--- config.mk ---
export PLATFORM = sky130hd
export DESIGN_NAME = bresenham_line_raster
export DESIGN_NICKNAME = d
export VERILOG_FILES = /design/src/design/blr_pkg.sv /design/src/design/bresenham_line_raster.sv /design/src/design/blr_ctrl.sv /design/src/design/blr_datapath.sv
export SDC_FILE = /design/constraint.sdc
export NUM_CORES = 1
export LEC_CHECK = 0
export BUFFER_PORTS_ARGS = -buffer_cell sky130_fd_sc_hd__clkbuf_2
export CAP_MARGIN = 5
export CORE_MARGIN = 3
export CORE_UTILIZATION = 54
export DETAILED_ROUTE_END_ITERATION = 10
export GPL_TIMING_DRIVEN = 0
export PLACE_DENSITY = 0.75
export SYNTH_ARGS = -nofsm -noshare
export SYNTH_HDL_FRONTEND = slang
export SYNTH_SLANG_ARGS = --single-unit
--- constraint.sdc ---
create_clock -name clk -period 5.9 [get_ports clk]
set_clock_uncertainty 0.05 [all_clocks]
set_input_delay 0.59 -clock clk [delete_from_list [all_inputs] [get_ports clk]]
set_output_delay 0.59 -clock clk [all_outputs]
set_load 0.01 [all_outputs]
--- src/design/blr_pkg.sv ---
// ----------------------------------------------------------------------------
// blr_pkg
// Types, widths and helpers shared by the line raster modules.
// ----------------------------------------------------------------------------
package blr_pkg;

    localparam int unsigned COORD_X_W       = 6;
    localparam int unsigned COORD_Y_W       = 5;
    localparam int unsigned PEN_W           = 8;
    // decision term stays within +/- 2*63
    localparam int unsigned DEC_W           = 9;
    localparam int unsigned DEF_GRID_WIDTH  = 64;
    localparam int unsigned DEF_GRID_HEIGHT = 32;
    localparam logic [PEN_W-1:0] PEN_RESET  = 8'd1;

    typedef struct packed {
        logic [COORD_X_W-1:0] start_x;
        logic [COORD_Y_W-1:0] start_y;
        logic [COORD_X_W-1:0] end_x;
        logic [COORD_Y_W-1:0] end_y;
    } line_cmd_t;

    typedef struct packed {
        logic [COORD_X_W-1:0] pixel_x;
        logic [COORD_Y_W-1:0] pixel_y;
        logic [PEN_W-1:0]     pixel_value;
        logic                 last_pixel;
    } pixel_t;

    // controller -> datapath
    typedef struct packed {
        logic load;   // capture command and pen
        logic init;   // compute deltas and decision
        logic step;   // emit current pixel, advance
    } ctrl_cmd_t;

    // datapath -> controller
    typedef struct packed {
        logic last;   // current pixel is the end point
    } ctrl_status_t;

    // clamp a column to the grid
    function automatic logic [COORD_X_W-1:0] sat_x(logic [COORD_X_W-1:0] v,
                                                   int unsigned limit);
        logic [COORD_X_W-1:0] r;
        if (32'(v) >= limit)
            r = COORD_X_W'(limit - 1);
        else
            r = v;
        return r;
    endfunction

    // clamp a row to the grid
    function automatic logic [COORD_Y_W-1:0] sat_y(logic [COORD_Y_W-1:0] v,
                                                   int unsigned limit);
        logic [COORD_Y_W-1:0] r;
        if (32'(v) >= limit)
            r = COORD_Y_W'(limit - 1);
        else
            r = v;
        return r;
    endfunction

endpackage

--- src/design/bresenham_line_raster.sv ---
// ----------------------------------------------------------------------------
// bresenham_line_raster
// Integer Bresenham line rasterizer, one pixel transaction per cycle while a line is drawn.
// ----------------------------------------------------------------------------
// Usage:
//   Command channel: drive cmd and raise start; the command is taken at a
//   clock edge where start is high and busy is low. busy then stays high
//   until the last pixel of the line has left the sequencer.
//   Result channel: each pixel is a transaction shown on pixel for exactly
//   one cycle with strobe high. The receiver cannot hold results off, so
//   there is no stall path; it must take every strobe.
//   Pen register: pen_we/pen_data write the pen value (reset value 1) at
//   any edge; it is sampled when a command is taken, so write it while idle.
// Timing:
//   The first pixel appears after the accepting edge once the setup step
//   (deltas and the decision term) and then the first draw step are done,
//   after which pixels follow back to back, max(|dx|,|dy|)+1 of them.
//   busy drops in the cycle the last pixel is shown, so a new command is
//   taken only once the whole line is out. The draw loop, one step of the
//   shared coordinate/decision update per cycle, sets how often that is.
// Reset: rst_n (async, low) returns the sequencer to idle, clears strobe
//   and loads the pen register with 1.
// ----------------------------------------------------------------------------
module bresenham_line_raster
    import blr_pkg::*;
#(
    parameter int unsigned GRID_WIDTH  = DEF_GRID_WIDTH,
    parameter int unsigned GRID_HEIGHT = DEF_GRID_HEIGHT
)
(
    input  logic             clk,
    input  logic             rst_n,
    // command transaction
    input  logic             start,
    output logic             busy,
    input  line_cmd_t        cmd,
    // pen register write
    input  logic             pen_we,
    input  logic [PEN_W-1:0] pen_data,
    // pixel transaction
    output logic             strobe,
    output pixel_t           pixel
);

    ctrl_cmd_t    ctrl_cmd;
    ctrl_status_t ctrl_status;

    // sequencer: idle -> setup -> draw (one step per cycle) -> idle
    blr_ctrl u_ctrl (
        .clk    (clk),
        .rst_n  (rst_n),
        .start  (start),
        .busy   (busy),
        .cmd    (ctrl_cmd),
        .status (ctrl_status)
    );

    // coordinates, decision term and output register
    blr_datapath #(
        .GRID_WIDTH  (GRID_WIDTH),
        .GRID_HEIGHT (GRID_HEIGHT)
    ) u_datapath (
        .clk      (clk),
        .rst_n    (rst_n),
        .line_in  (cmd),
        .pen_we   (pen_we),
        .pen_data (pen_data),
        .cmd      (ctrl_cmd),
        .status   (ctrl_status),
        .strobe   (strobe),
        .pixel    (pixel)
    );

endmodule

--- src/design/blr_ctrl.sv ---
// ----------------------------------------------------------------------------
// blr_ctrl
// Sequencer: idle, setup of the decision terms, then one pixel per cycle.
// ----------------------------------------------------------------------------
module blr_ctrl
    import blr_pkg::*;
(
    input  logic         clk,
    input  logic         rst_n,
    input  logic         start,
    output logic         busy,
    output ctrl_cmd_t    cmd,
    input  ctrl_status_t status
);

    typedef enum logic [1:0] {
        ST_IDLE,
        ST_SETUP,
        ST_DRAW
    } state_t;

    state_t state_reg;
    state_t state_next;
    logic   busy_reg;
    logic   busy_next;

    always_comb
    begin
        cmd.load = start & ~busy_reg;
        cmd.init = (state_reg == ST_SETUP);
        cmd.step = (state_reg == ST_DRAW);
    end

    always_comb
    begin
        state_next = state_reg;
        busy_next  = busy_reg;
        unique case (state_reg)
            ST_IDLE:
            begin
                if (start)
                begin
                    state_next = ST_SETUP;
                    busy_next  = 1'b1;
                end
            end
            ST_SETUP:
            begin
                state_next = ST_DRAW;
            end
            ST_DRAW:
            begin
                if (status.last)
                begin
                    state_next = ST_IDLE;
                    busy_next  = 1'b0;
                end
            end
            default:
            begin
                state_next = ST_IDLE;
                busy_next  = 1'b0;
            end
        endcase
    end

    always_ff @(posedge clk or negedge rst_n)
    begin
        if (!rst_n)
        begin
            state_reg <= ST_IDLE;
            busy_reg  <= 1'b0;
        end
        else
        begin
            state_reg <= state_next;
            busy_reg  <= busy_next;
        end
    end

    assign busy = busy_reg;

endmodule

--- src/design/blr_datapath.sv ---
// ----------------------------------------------------------------------------
// blr_datapath
// Pen register, coordinate and decision registers, pixel output register.
// ----------------------------------------------------------------------------
module blr_datapath
    import blr_pkg::*;
#(
    parameter int unsigned GRID_WIDTH  = DEF_GRID_WIDTH,
    parameter int unsigned GRID_HEIGHT = DEF_GRID_HEIGHT
)
(
    input  logic             clk,
    input  logic             rst_n,
    input  line_cmd_t        line_in,
    input  logic             pen_we,
    input  logic [PEN_W-1:0] pen_data,
    input  ctrl_cmd_t        cmd,
    output ctrl_status_t     status,
    output logic             strobe,
    output pixel_t           pixel
);

    logic [PEN_W-1:0]            pen_cfg_reg;
    logic [PEN_W-1:0]            pen_reg;
    logic [COORD_X_W-1:0]        x_reg;
    logic [COORD_X_W-1:0]        x_next;
    logic [COORD_Y_W-1:0]        y_reg;
    logic [COORD_Y_W-1:0]        y_next;
    logic [COORD_X_W-1:0]        ex_reg;
    logic [COORD_Y_W-1:0]        ey_reg;
    logic [COORD_X_W-1:0]        dx_reg;
    logic [COORD_X_W-1:0]        dy_reg;
    logic [COORD_X_W-1:0]        steps_reg;
    logic [COORD_X_W-1:0]        cnt_reg;
    logic                        xmajor_reg;
    logic                        sx_neg_reg;
    logic                        sy_neg_reg;
    logic signed [DEC_W-1:0]     dec_reg;
    logic signed [DEC_W-1:0]     dec_next;
    logic                        strobe_reg;
    pixel_t                      pixel_reg;

    // setup terms
    logic [COORD_X_W-1:0]        dx_init;
    logic [COORD_X_W-1:0]        dy_init;
    logic                        xmajor_init;
    logic signed [DEC_W-1:0]     two_dx_init;
    logic signed [DEC_W-1:0]     two_dy_init;

    // step terms
    logic signed [DEC_W-1:0]     two_dx;
    logic signed [DEC_W-1:0]     two_dy;
    logic                        minor;
    logic [COORD_X_W-1:0]        x_inc;
    logic [COORD_Y_W-1:0]        y_inc;
    logic                        last;

    // configuration register
    always_ff @(posedge clk or negedge rst_n)
    begin
        if (!rst_n)
            pen_cfg_reg <= PEN_RESET;
        else if (pen_we)
            pen_cfg_reg <= pen_data;
    end

    always_comb
    begin
        dx_init     = (ex_reg >= x_reg) ? ex_reg - x_reg : x_reg - ex_reg;
        dy_init     = (COORD_X_W'(ey_reg) >= COORD_X_W'(y_reg))
                    ? COORD_X_W'(ey_reg) - COORD_X_W'(y_reg)
                    : COORD_X_W'(y_reg) - COORD_X_W'(ey_reg);
        xmajor_init = dx_init > dy_init;
        two_dx_init = signed'(DEC_W'({dx_init, 1'b0}));
        two_dy_init = signed'(DEC_W'({dy_init, 1'b0}));
    end

    always_comb
    begin
        two_dx   = signed'(DEC_W'({dx_reg, 1'b0}));
        two_dy   = signed'(DEC_W'({dy_reg, 1'b0}));
        minor    = ~dec_reg[DEC_W-1];
        x_inc    = sx_neg_reg ? '1 : COORD_X_W'(1);
        y_inc    = sy_neg_reg ? '1 : COORD_Y_W'(1);
        last     = (cnt_reg == steps_reg);
        x_next   = x_reg;
        y_next   = y_reg;
        dec_next = dec_reg;
        if (xmajor_reg)
        begin
            x_next = x_reg + x_inc;
            if (minor)
            begin
                y_next   = y_reg + y_inc;
                dec_next = dec_reg - two_dx + two_dy;
            end
            else
                dec_next = dec_reg + two_dy;
        end
        else
        begin
            y_next = y_reg + y_inc;
            if (minor)
            begin
                x_next   = x_reg + x_inc;
                dec_next = dec_reg - two_dy + two_dx;
            end
            else
                dec_next = dec_reg + two_dx;
        end
    end

    // working registers
    always_ff @(posedge clk)
    begin
        if (cmd.load)
        begin
            x_reg   <= sat_x(line_in.start_x, GRID_WIDTH);
            y_reg   <= sat_y(line_in.start_y, GRID_HEIGHT);
            ex_reg  <= sat_x(line_in.end_x, GRID_WIDTH);
            ey_reg  <= sat_y(line_in.end_y, GRID_HEIGHT);
            pen_reg <= pen_cfg_reg;
        end
        else if (cmd.init)
        begin
            dx_reg     <= dx_init;
            dy_reg     <= dy_init;
            xmajor_reg <= xmajor_init;
            steps_reg  <= xmajor_init ? dx_init : dy_init;
            dec_reg    <= xmajor_init ? two_dy_init - signed'(DEC_W'(dx_init))
                                      : two_dx_init - signed'(DEC_W'(dy_init));
            sx_neg_reg <= ~(x_reg < ex_reg);
            sy_neg_reg <= ~(y_reg < ey_reg);
            cnt_reg    <= '0;
        end
        else if (cmd.step)
        begin
            x_reg   <= x_next;
            y_reg   <= y_next;
            dec_reg <= dec_next;
            cnt_reg <= cnt_reg + COORD_X_W'(1);
        end
    end

    // result register
    always_ff @(posedge clk or negedge rst_n)
    begin
        if (!rst_n)
            strobe_reg <= 1'b0;
        else
            strobe_reg <= cmd.step;
    end

    always_ff @(posedge clk)
    begin
        if (cmd.step)
        begin
            pixel_reg.pixel_x     <= x_reg;
            pixel_reg.pixel_y     <= y_reg;
            pixel_reg.pixel_value <= pen_reg;
            pixel_reg.last_pixel  <= last;
        end
    end

    assign status.last = last;
    assign strobe      = strobe_reg;
    assign pixel       = pixel_reg;

endmodule

Word level (Yosys, flattened, before mapping)

Index checks and enable logic that the tools add are counted.

RAM bits: 0
Latch bits: 0
Logic and storage cells: 92
Memories: 0
Register bits: 98
Memory bits (read-only): 0
Input bits: 34
Output and inout bits: 22

Divide/modulo/power cells: 0
Shifts and indexed selects: 0
Reduce and logical (&&, ||, !) cells: 9
Mux-type cells: 28
$add $sub $neg: 15
Order comparisons: 5
Bitwise operators: 6
$mul: 0
Equality and inequality tests: 8

Operators by type and width:

| cell                                                          | count |
|---|---|
| 6-bit 2-to-1 mux                                              | 10 |
| 9-bit 2-to-1 mux                                              | 6 |
| 9-bit by 8-bit adder with 9-bit output                        | 4 |
| 5-bit 2-to-1 mux                                              | 6 |
| 9-bit by 8-bit subtractor with 9-bit output                   | 2 |
| 7-bit by 6-bit subtractor with 8-bit output                   | 2 |
| 5-bit by 5-bit subtractor with 6-bit output                   | 2 |
| 6-bit subtractor                                              | 2 |
| 3-bit AND reduction                                           | 3 |
| 6-bit by 1-bit adder with 6-bit output, second input constant | 1 |
| 6-bit adder                                                   | 1 |
| 6-bit equality test                                           | 1 |
| 6-bit greater-or-equal comparator                             | 1 |
| 6-bit greater-than comparator                                 | 1 |
| 6-bit < comparator                                            | 1 |
| 2-bit case mux with 3 select lines                            | 1 |
| 2-bit AND reduction                                           | 3 |
| 5-bit adder                                                   | 1 |
| 5-bit greater-or-equal comparator                             | 1 |
| 5-bit < comparator                                            | 1 |
| 1-bit inverter                                                | 5 |
| 2-bit 2-to-1 mux                                              | 2 |
| 2-bit != test, second input constant                          | 2 |
| 2-bit nonzero test                                            | 2 |
| other kinds (9)                                               | 10 |

Logic depth before layout (Yosys ltp)

Gate-level depths: netlist of run 1.

Depth in word-level cells: 7
Mapped depth: 18
Gate-level depth less buffers: 18

Modules after synthesis

A second synthesis of run 1 with hierarchy kept.

Cells, all modules: 648
Area, all modules: 7085.5 um^2

Modules (own cells, without submodules):

| module       | instances | area an instance (um^2) | cells each | sequential area each (um^2) |
|---|---|---|---|---|
| blr_datapath | 1         | 6940.4                  | 634        | 2778.9 |
| blr_ctrl     | 1         | 145.1                   | 14         | 75.1 |

Worst setup path before layout of run 1

No wires, ideal clock.

Kind: register to register
From: reg u_datapath.ey_reg[0]
To: reg u_datapath.dec_reg[5] (data pin)
Period minus slack after synthesis: 3834 ps
Slack: 2066 ps
Data arrival time: 3525 ps
Cell stages (with the launch flop): 18
Path through: edfxtp_1 inv_1 ha_1 inv_1 fa_1 a21oi_1 a2bb2oi_1 o2111ai_1 nand2_1 xor2_1 ha_1 a21o_1 a21o_1 a21oi_1 mux2i_1 a21o_1 buf_4 o31a_1

Cells in the longest elaborated chain, start to end: 5
Elaborated cells between the ends (all ways): 9

RTL lines:

| element                                                                   | RTL line            | text |
|---|---|---|
| from (decl)                                                               | blr_datapath.sv:30  | `logic [COORD_Y_W-1:0] ey_reg;` |
| from (signal assigned)                                                    | blr_datapath.sv:121 | `ey_reg <= sat_y(line_in.end_y, GRID_HEIGHT);` |
| 5-bit by 5-bit subtractor with 6-bit output, or another cell as far along | blr_datapath.sv:72  | `: COORD_X_W'(y_reg) - COORD_X_W'(ey_reg);` |
| 6-bit 2-to-1 mux *                                                        | blr_datapath.sv:71  | `? COORD_X_W'(ey_reg) - COORD_X_W'(y_reg)` |
| 7-bit by 6-bit subtractor with 8-bit output, or another cell as far along | blr_datapath.sv:131 | `: two_dx_init - signed'(DEC_W'(dy_init));` |
| 9-bit 2-to-1 mux *                                                        | blr_datapath.sv:130 | `dec_reg <= xmajor_init ? two_dy_init - signed'(DEC_W'(dx_init))` |
| 9-bit 2-to-1 mux *                                                        | blr_datapath.sv:124 | `else if (cmd.init)` |
| to (signal assigned)                                                      | blr_datapath.sv:130 |  |
| to (signal assigned)                                                      | blr_datapath.sv:140 | `dec_reg <= dec_next;` |
| to (decl)                                                                 | blr_datapath.sv:38  | `logic signed [DEC_W-1:0] dec_reg;` |

Mark *: on every way between the ends. The rest lies on a longest branch, timed or not.
A chain may end at the register's enable or synchronous reset.

Worst setup path in the final report of run 1

From: reg u_datapath.ex_reg[0]
To: reg u_datapath.dec_reg[1] (data pin)

Cells in the longest elaborated chain, start to end: 5
Elaborated cells between the ends (all ways): 9

RTL lines:

| element                                                               | RTL line            | text |
|---|---|---|
| from (decl)                                                           | blr_datapath.sv:29  | `logic [COORD_X_W-1:0] ex_reg;` |
| from (signal assigned)                                                | blr_datapath.sv:120 | `ex_reg <= sat_x(line_in.end_x, GRID_WIDTH);` |
| 6-bit subtractor or 6-bit greater-or-equal comparator (tied branches) | blr_datapath.sv:69  | `dx_init = (ex_reg >= x_reg) ? ex_reg - x_reg : x_reg - ex_reg;` |
| 6-bit 2-to-1 mux *                                                    | blr_datapath.sv:69  |  |
| via u_datapath.dx_init[5]                                             | blr_datapath.sv:44  | `logic [COORD_X_W-1:0] dx_init;` |
| 6-bit greater-than comparator *                                       | blr_datapath.sv:73  | `xmajor_init = dx_init > dy_init;` |
| 9-bit 2-to-1 mux *                                                    | blr_datapath.sv:130 |  |
| 9-bit 2-to-1 mux *                                                    | blr_datapath.sv:124 |  |

Mark *: on every way through the listed nets, which the timed path passes. The rest lies on a longest branch.

==> impl_metrics.tcl, run 1 <==
set metrics [dict create \
    cts_buffers 9 \
    cts-htree-levels 3 \
    post-route-period-util_pct 78.7 \
    grt_setup_unrepaired "false" \
    port_buffers 54 \
    dp.final_hpwl_um 11500 \
    tightest_slew_ns 1.30 \
    place_ws_ns 1.35 \
    vias_per_cell 5.41 \
    crit_slowest_cell "xnor2_1" \
    synth_cell_types 65 \
    synth_top_area_cell "edfxtp_1" \
    routed_wl_um 14800 \
    required_ns 5.91 \
    cap_violations 0 \
    antenna_cells 0 \
    start_util_pct 55.9 \
    fmax_mhz 215 \
    cts_tree "built" \
    die_w_um 121 \
    drtAntennaViolNets 0 \
    cp.buffers_inverters 4 \
    first_iter_violations 304 \
    clk_latency_ns 0.34 \
    largest_reg_flops 20 \
    first_pass_iters 5 \
    grt_pass1_wl_um 24500 \
    synthFlopType "edfxtp_1" \
    io_pins 56 \
    critPathArrivalTime_ns 4.66 \
    synth-async-reset-ratio_pct 12.4 \
    gp_congestion 0.897 \
    drc 0 \
    vias 4868 \
    coreArea_sq_um 12800 \
    cts_setup_buffers 0 \
    cp_max_fo 10 \
    final_util_pct 62.2 \
    cts_buffer_depth 2 \
    avgSynthCellArea_sq_um 10.9 \
    clock_sinks 97 \
    syn_area_sq_um 7140 \
    postLayoutSetupSlackWorst_ns 1.26 \
    yosys-top-cells-count "inv_1, edfxtp_1, ha_1" \
    cp-start-kind "flip-flop" \
    setup.worst_path.class "flip-flop to flip-flop" \
    globalRouteOverflowTotal 0 \
    period_needed_ns 4.64 \
    yosysTopAreaCellShare_pct 35.8 \
    grt_usage_pct 21.1 \
    hold_viol_final 0 \
    dieArea_sq_um 14600 \
    die_h_um 121 \
    layout-drive-gt1-share_pct 15.8 \
    wl_per_cell_um 16.5 \
    path_common_cell "inv_1" \
    worstPathCellList "inv_1 -> ha_1 -> inv_1 -> fa_1 -> a21oi_1 -> o221ai_4 -> a311oi_1 -> a31oi_1 -> xnor2_1 -> inv_1 -> ha_1 -> nand4_1 -> a21oi_2 -> mux2i_1 -> a21o_1 -> buf_4 -> mux2i_1 -> a21oi_1" \
    status "finished, final reports clean" \
    clk_pin_slew_ns 0.08 \
    slew_headroom_pct 13.5 \
    post-place-cells 883 \
    fin_cells 899 \
    synth_seq_area_share_pct 40.0 \
    ys_warn_count 0 \
    syn_nets 794 \
    finalSetupViolations 0 \
    synth_edf_count 85 \
    syn_inst 656 \
    ys_ff_latch 97 \
    rows 41 \
    cp-end-kind "flip-flop" \
    setup_tns_ns 0 \
    synth.most_common_cell "inv_1" \
    ys_top_cells_by_area "edfxtp_1, ha_1, fa_1" \
    grt_pass1_vias 5128 \
    drv_slew 0 \
    crit_family "compound AO/OA/AOI/OAI gates" \
    slowest_delay_ns 0.49 \
    final_nets 860 \
    root_buffer "clkbuf_16" \
    area_delta_synth_final_pct 11.3 \
    antenna_found_initial 0 \
    grt_max_degree 27 \
    hold_class "primary input to asynchronous set/reset pin" \
    cts_resized 0 \
    hold_buffers 0 \
]
[logic make-up after synthesis]
logic type | after synthesis | synth area share (%)
compound gates | 140 | 12.9
flops | 97 | 40.0
fa+ha+maj | 108 | 21.2
xor+xnor | 60 | 7.47
simple gates | 98 | 6.47
buf+inv | 127 | 6.99
mux | 26 | 5.01
[worst paths after layout]
path,startpoint,end,slack [ns],depth (start not counted)
hold reg to reg,u_datapath.pen_reg[4],u_datapath.pixel[5],0.37,0
setup / recovery,u_datapath.ex_reg[0],u_datapath.dec_reg[1],1.26,18
setup reg to reg,u_datapath.ex_reg[0],u_datapath.dec_reg[1],1.26,18
min in group clk,cmd[9],u_datapath.ex_reg[4],0.37,1
max in group asynchronous,rst_n,u_datapath.pen_cfg_reg[0],5.44,1
hold / removal,rst_n,u_datapath.strobe,0.07,1
[worst reg2reg max path, stage by stage (launching register included)]
cell	delay, ns
edfxtp_1	0.40
inv_1	0.08
ha_1	0.14
inv_1	0.06
fa_1	0.41
a21oi_1	0.31
o221ai_4	0.20
a311oi_1	0.24
a31oi_1	0.08
xnor2_1	0.49
inv_1	0.19
ha_1	0.34
nand4_1	0.13
a21oi_2	0.15
mux2i_1	0.20
a21o_1	0.29
buf_4	0.25
mux2i_1	0.25
a21oi_1	0.10
[cells in the final DEF (no fill, tap or decap), drive strengths merged, types with 12 or more instances in the layout]
master / instances
xor2: 22
inv: 114
mux2i: 12
a21o: 19
clkbuf: 69
edfxtp: 85
a21oi: 59
ha: 82
nor2: 33
fa: 22
xnor2: 38
nand2: 30
o21ai: 18
[per-layer routing]
metal	vias to the layer above	track usage (%)	share of wire, %
li1	2377	-	-
met1	2335	26.9	44
met2	132	37.4	50
met3	24	2.61	4.9
met4	0	6.80	1.8
met5	-	0	0
[metrics by stage]
stage | cell area [sq um] | hold slack [ns]
after floorplan | 7140 | 0.244
after global placement | 7620 | 0.353
after detailed placement | 7640 | 0.358
after CTS | 7950 | 0.0796
after global routing | 7950 | 0.0799
final | 7950 | 0.0694
[layout make-up]
cell class                      instances  area (sq um)
Fill cell                            1016          4830
Multi-Input combinational cell        432          3790
Sequential cell                        97          2850
Inverter                              113           424
Timing Repair Buffer                   55           285
Clock buffer                            9           225
Tap cell                              172           215
Clock inverter                          7          78.8
Buffer                                 14          75.1
Power of run 1 is not shown: default switching activity piles up to over one toggle a cycle in this logic, so the estimate is an artifact.
==> run 2: changes to the inputs <==
--- a/config.mk
+++ b/config.mk
@@ -5,6 +5,7 @@
 export SDC_FILE = /design/constraint.sdc
 export NUM_CORES = 1
 export LEC_CHECK = 0
+export ABC_AREA = 1
 export BUFFER_PORTS_ARGS = -buffer_cell sky130_fd_sc_hd__clkbuf_2
 export CAP_MARGIN = 5
 export CORE_MARGIN = 3
==> constraint.sdc (replaced) <==
create_clock -name clk -period 4.3 [get_ports clk]
set_clock_uncertainty 0.05 [all_clocks]
set_input_delay 0.43 -clock clk [delete_from_list [all_inputs] [get_ports clk]]
set_output_delay 0.43 -clock clk [all_outputs]
set_load 0.01 [all_outputs]
==> run 2 against run 1 <==
Compared with the run above: via count grew 18%; non-clock buffer count grew 2; largest cell class unchanged; fmax grew 16%; final cell count grew 23%; die area grew 4.3%; synthesized cell count grew 31%; register-to-register slack lost 0.94 ns; worst setup slack lost 0.94 ns; count of clock-buffer cells in the layout is the same; worst hold slack gained 0.12 ns.
==> impl_metrics.tcl, run 2 <==
set metrics [dict create \
    status "finished, final reports clean" \
    cts_setup_buffers 0 \
    die_w_um 124 \
    drtAntennaViolNets 0 \
    antenna_found_initial 0 \
    final_nets 1062 \
    clk_pin_slew_ns 0.07 \
    post-place-cells 1088 \
    layout-drive-gt1-share_pct 13.3 \
    drv_slew 0 \
    tightest_slew_ns 1.19 \
    io_pins 56 \
    synth_xor_area_share_pct 2.70 \
    routed_wl_um 15900 \
    dieArea_sq_um 15300 \
    cts-htree-levels 3 \
    whs_path_depth 1 \
    hold_buffers 1 \
    final_common_cell "nand2_1" \
    fmax_mhz 251 \
    startpoint "u_datapath.x_reg[0]" \
    hold_class "primary input to flip-flop" \
    required_ns 4.36 \
    cp-start-kind "flip-flop" \
    root_buffer "clkbuf_16" \
    synth_top_area_cell "edfxtp_1" \
    synth_edf_count 85 \
    cts_buffers 9 \
    largest_reg_flops 20 \
    clk_latency_ns 0.35 \
    ys_top_cells_by_area "edfxtp_1, ha_1, nand2_1" \
    period_needed_ns 3.99 \
    hold_viol_final 0 \
    slowest_delay_ns 0.58 \
    rows 42 \
    muxShareOfSynthArea_pct 1.21 \
    yosys-top-cells-count "nand2_1, inv_1, edfxtp_1" \
    synth_seq_area_share_pct 38.3 \
    synthSimpleGateAreaFrac_pct 19.7 \
    cts_resized 0 \
    cp-end-kind "flip-flop" \
    finalSetupViolations 0 \
    grt_max_degree 29 \
    yosysTopAreaCellShare_pct 34.2 \
    critPathArrivalTime_ns 4.05 \
    reg2reg_to "u_datapath.dec_reg[3]" \
    post_synth_fa_ha_maj_area_fraction_pct 19.7 \
    wl_per_cell_um 14.4 \
    cp.buffers_inverters 4 \
    first_iter_violations 385 \
    area_delta_synth_final_pct 10.9 \
    vias_per_cell 5.21 \
    gp_congestion 0.930 \
    vias 5759 \
    avgSynthCellArea_sq_um 8.71 \
    path_common_cell "nand2_1" \
    worstPathCellList "ha_1 -> inv_1 -> fa_1 -> inv_1 -> nand2_1 -> nand2_4 -> nand3_4 -> inv_2 -> nand2_1 -> nand2_1 -> xor2_1 -> ha_1 -> nand2_1 -> nor2_1 -> a211oi_1 -> nand2_1 -> nand2_2 -> buf_6 -> nand3b_1 -> nand3_1 -> nand2_1" \
    r2r_setup_slack_ns 0.31 \
    crit_family "adder cells" \
    reg2regPathDepth 21 \
    clock_sinks 97 \
    cp_max_fo 10 \
    synth-async-reset-ratio_pct 12.4 \
    syn_inst 857 \
    final_cell_mix "nand2_1, inv_1, edfxtp_1, ha_1, clkbuf_2" \
    drc 0 \
    cts_tree "built" \
    coreArea_sq_um 13400 \
    setup.worst_path.class "flip-flop to flip-flop" \
    setup_tns_ns 0 \
    synth_cell_types 48 \
    slew_headroom_pct 20.4 \
    ys_ff_latch 97 \
    globalRouteOverflowTotal 0 \
    synth_top_family_by_area "simple AND/OR/NAND/NOR gates" \
    grt_usage_pct 21.8 \
    die_h_um 124 \
    post-route-period-util_pct 92.7 \
    antenna_cells 0 \
    dp.final_hpwl_um 12400 \
    crit_slowest_cell "xor2_1" \
    cap_violations 0 \
    synth-compound-area-share_pct 9.64 \
    cp.depth 21 \
    grt_setup_unrepaired "false" \
    first_pass_iters 5 \
    cts_buffer_depth 2 \
    grt_pass1_wl_um 26100 \
    fin_cells 1105 \
    r2r_start "u_datapath.x_reg[0]" \
    synthFlopType "edfxtp_1" \
    syn_area_sq_um 7460 \
    ys_warn_count 0 \
    grt_pass1_vias 5525 \
    port_buffers 54 \
    crit_end "u_datapath.dec_reg[3]" \
    synth.most_common_cell "nand2_1" \
    start_util_pct 55.7 \
    syn_nets 995 \
]
run 2: cell count changes in the layout (fill, tap and decap cells not counted), moves of 14 or more:
cell | previous run | this run
nand3_1 | 8 | 51
nand2_2 | 0 | 14
xnor2_1 | 37 | 6
a21o_1 | 18 | 4
inv_1 | 109 | 149
nand2_1 | 30 | 189
o21ai_0 | 16 | 43
run 2: cells by family after synthesis:
group                      Yosys count
and+or+nand+nor                    330
buffers and inverters              170
AOI/OAI and AO/OA                  125
adders and majority gates          104
DFF                                 97
xor gates and xnor gates            23
muxes                                8
run 2: area by class of cell:
type	instances	area (sq um)
Tap cell	176	220
Clock inverter	7	71.3
Buffer	15	81.3
Sequential cell	97	2850
Inverter	155	582
Multi-Input combinational cell	590	3950
Timing Repair Buffer	56	295
Fill cell	1197	5120
Clock buffer	9	225
run 2: metal layers:
metal / global-route usage, % / wire length, um / part of all wire (%)
met5: 0 / 0 / 0
met4: 7.06 / 352 / 2.2
met3: 4.07 / 739 / 4.7
met2: 36.6 / 7470 / 47
met1: 28.7 / 7320 / 46
run 2: through the flow:
| stage | hold slack [ns] | setup slack [ns] | instance area (sq um) | util [%] |
|---|---|---|---|---|
| after floorplan | 0.0844 | 0.973 | 7460 | - |
| after global placement | 0.280 | 0.415 | 7950 | 59.3 |
| after detailed placement | 0.284 | 0.361 | 7970 | 59.5 |
| after CTS | 0.187 | 0.360 | 8280 | 61.8 |
| after global routing | 0.184 | 0.0202 | 8280 | 61.8 |
| final | 0.194 | 0.314 | 8280 | 61.8 |
run 2: worst min-delay path by stage:
| stage | end | slack [ns] | startpoint |
|---|---|---|---|
| after global routing | u_datapath.ex_reg[5] | 0.18 | cmd[10] |
| after floorplan | u_ctrl.busy | 0.08 | rst_n |
| after global placement | u_datapath.pen_cfg_reg[3] | 0.28 | rst_n |
| after CTS | u_datapath.ex_reg[5] | 0.19 | cmd[10] |
| final | u_datapath.ex_reg[5] | 0.19 | cmd[10] |
| after detailed placement | u_datapath.pen_cfg_reg[3] | 0.28 | rst_n |
Power of run 2 is left out for the same reason.
==> run 3: changes to the inputs <==
--- a/config.mk
+++ b/config.mk
@@ -6,8 +6,9 @@
 export NUM_CORES = 1
 export LEC_CHECK = 0
 export ABC_AREA = 1
-export BUFFER_PORTS_ARGS = -buffer_cell sky130_fd_sc_hd__clkbuf_2
+export BUFFER_PORTS_ARGS = -buffer_cell sky130_fd_sc_hd__buf_2
 export CAP_MARGIN = 5
+export CORE_ASPECT_RATIO = 0.5
 export CORE_MARGIN = 3
 export CORE_UTILIZATION = 54
 export DETAILED_ROUTE_END_ITERATION = 10
==> run 3 against run 2 <==
Compared with the run above: sequential share of layout area hardly changed; critical path depth down 1; non-clock buffer count stayed put; die area grew 0.56%; design area fell by 0.11%; final cell count shrank 0.54%; worst hold slack gained 0.0045 ns; wire length up 4.1%; utilization grew 1.5 points; fmax is 2.3% higher; largest cell class unchanged.
==> impl_metrics.tcl, run 3 (synthesized netlist as in run 2, its figures left out) <==
set metrics [dict create \
    status "finished, final reports clean" \
    cts_setup_buffers 0 \
    cap_violations 0 \
    cts_buffers 9 \
    io_pins 56 \
    antenna_cells 0 \
    final_common_cell "nand2_1" \
    grt_pass1_vias 5692 \
    dp.final_hpwl_um 12900 \
    cts_tree "built" \
    start_util_pct 57.1 \
    place_ws_ns 0.432 \
    cp-start-kind "flip-flop" \
    rows 29 \
    first_pass_iters 5 \
    largest_reg_flops 20 \
    first_iter_violations 477 \
    port_buffers 54 \
    grt_max_degree 29 \
    finalSetupViolations 0 \
    hold_viol_final 0 \
    whs_path_depth 1 \
    postLayoutSetupSlackWorst_ns 0.402 \
    tightest_slew_ns 1.19 \
    final_cell_mix "nand2_1, inv_1, edfxtp_1, ha_1, buf_2" \
    clock_sinks 97 \
    cts_buffer_depth 2 \
    period_needed_ns 3.90 \
    wl_per_cell_um 15.0 \
    clk_pin_slew_ns 0.07 \
    hold_slack_ns 0.199 \
    drv_slew 0 \
    die_w_um 172 \
    cp-end-kind "flip-flop" \
    globalRouteOverflowTotal 0 \
    coreArea_sq_um 13100 \
    setup_tns_ns 0 \
    hold_class "primary input to flip-flop" \
    final_nets 1062 \
    slew_headroom_pct 21.0 \
    drtAntennaViolNets 0 \
    setup.worst_path.class "flip-flop to flip-flop" \
    vias 5870 \
    drc 0 \
    clk_latency_ns 0.35 \
    root_buffer "clkbuf_16" \
    dieArea_sq_um 15300 \
    routed_wl_um 16500 \
    grt_pass1_wl_um 26500 \
    cts-htree-levels 3 \
    required_ns 4.35 \
    reg2regPathDepth 20 \
    vias_per_cell 5.34 \
    cp_max_fo 10 \
    gp_congestion 0.974 \
    layout-drive-gt1-share_pct 13.3 \
    antenna_found_initial 0 \
    post-route-period-util_pct 90.7 \
    area_delta_synth_final_pct 10.8 \
    critPathArrivalTime_ns 3.95 \
    grt_usage_pct 22.1 \
    die_h_um 89.1 \
    grt_setup_unrepaired "false" \
    fmax_mhz 257 \
]
==> run 3: changes by cell type in the layout (fill, tap and decap cells not counted) <==
cell        before  now
clkinvlp_4       2    0
clkbuf_2        54    0
buf_2            5   59
clkinv_2         0    1
inv_8            2    3
inv_6            2    1
inv_4            0    1
==> run 3: final timing paths <==
check                                      start                   endpoint  slack (ns)
max in group asynchronous                  rst_n  u_datapath.pen_cfg_reg[0]        3.49
setup reg to reg             u_datapath.x_reg[0]      u_datapath.dec_reg[2]        0.40
hold / removal                            cmd[3]       u_datapath.ey_reg[3]        0.20
hold reg to reg            u_datapath.pen_reg[7]        u_datapath.pixel[8]        0.37
setup / recovery             u_datapath.x_reg[0]      u_datapath.dec_reg[2]        0.40
min in group asynchronous                  rst_n  u_datapath.pen_cfg_reg[5]        0.44
==> run 3: per-stage QoR <==
stage          cells  area (sq um)  util [%]
2_1_floorplan    857          7460         -
3_5_place_dp    1082          7960      61.0
3_3_place_gp    1081          7940      60.8
4_1_cts         1099          8270      63.3
6_report        1099          8270      63.3
5_1_grt         1099          8270      63.3
==> run 3: area by class of cell <==
| cell class | instances | area [sq um] |
|---|---|---|
| tap | 170 | 213 |
| buffer | 15 | 81.3 |
| clock inverter | 7 | 70.1 |
| timing repair buffer | 56 | 295 |
| multi-input combinational | 590 | 3950 |
| sequential | 97 | 2850 |
| clock buffer | 9 | 225 |
| inverter | 155 | 582 |
| fill | 1081 | 4790 |
==> run 3: what timing repair did <==
action | CTS | global route
gates resized for setup | 0 | 0
hold endpoints to repair | 11 | 0
hold buffers | 1 | 0
==> run 3: worst max-delay path, cell delays in order (launching register included) <==
cell	delay, ns
edfxtp_1	0.44
ha_1	0.20
inv_1	0.05
fa_1	0.43
inv_1	0.08
nand2_1	0.08
nand2_4	0.11
nand3_4	0.13
o21ai_0	0.27
xor2_1	0.27
inv_1	0.15
ha_1	0.32
a21oi_1	0.15
nor2_1	0.05
a211oi_1	0.20
nand2_1	0.11
nand2_2	0.14
buf_6	0.17
a21oi_2	0.06
o21ai_1	0.12
nand2_1	0.07
==> run 3: per-layer routing <==
| layer | wire [um] | track usage, % | up-vias |
|---|---|---|---|
| met3 | 1130 | 5.48 | 31 |
| li1 | - | - | 2950 |
| met2 | 7500 | 37.1 | 186 |
| met4 | 318 | 7.75 | 0 |
| met1 | 7590 | 28.5 | 2703 |
| met5 | 0 | 0 | - |
Power of run 3 is left out for the same reason.
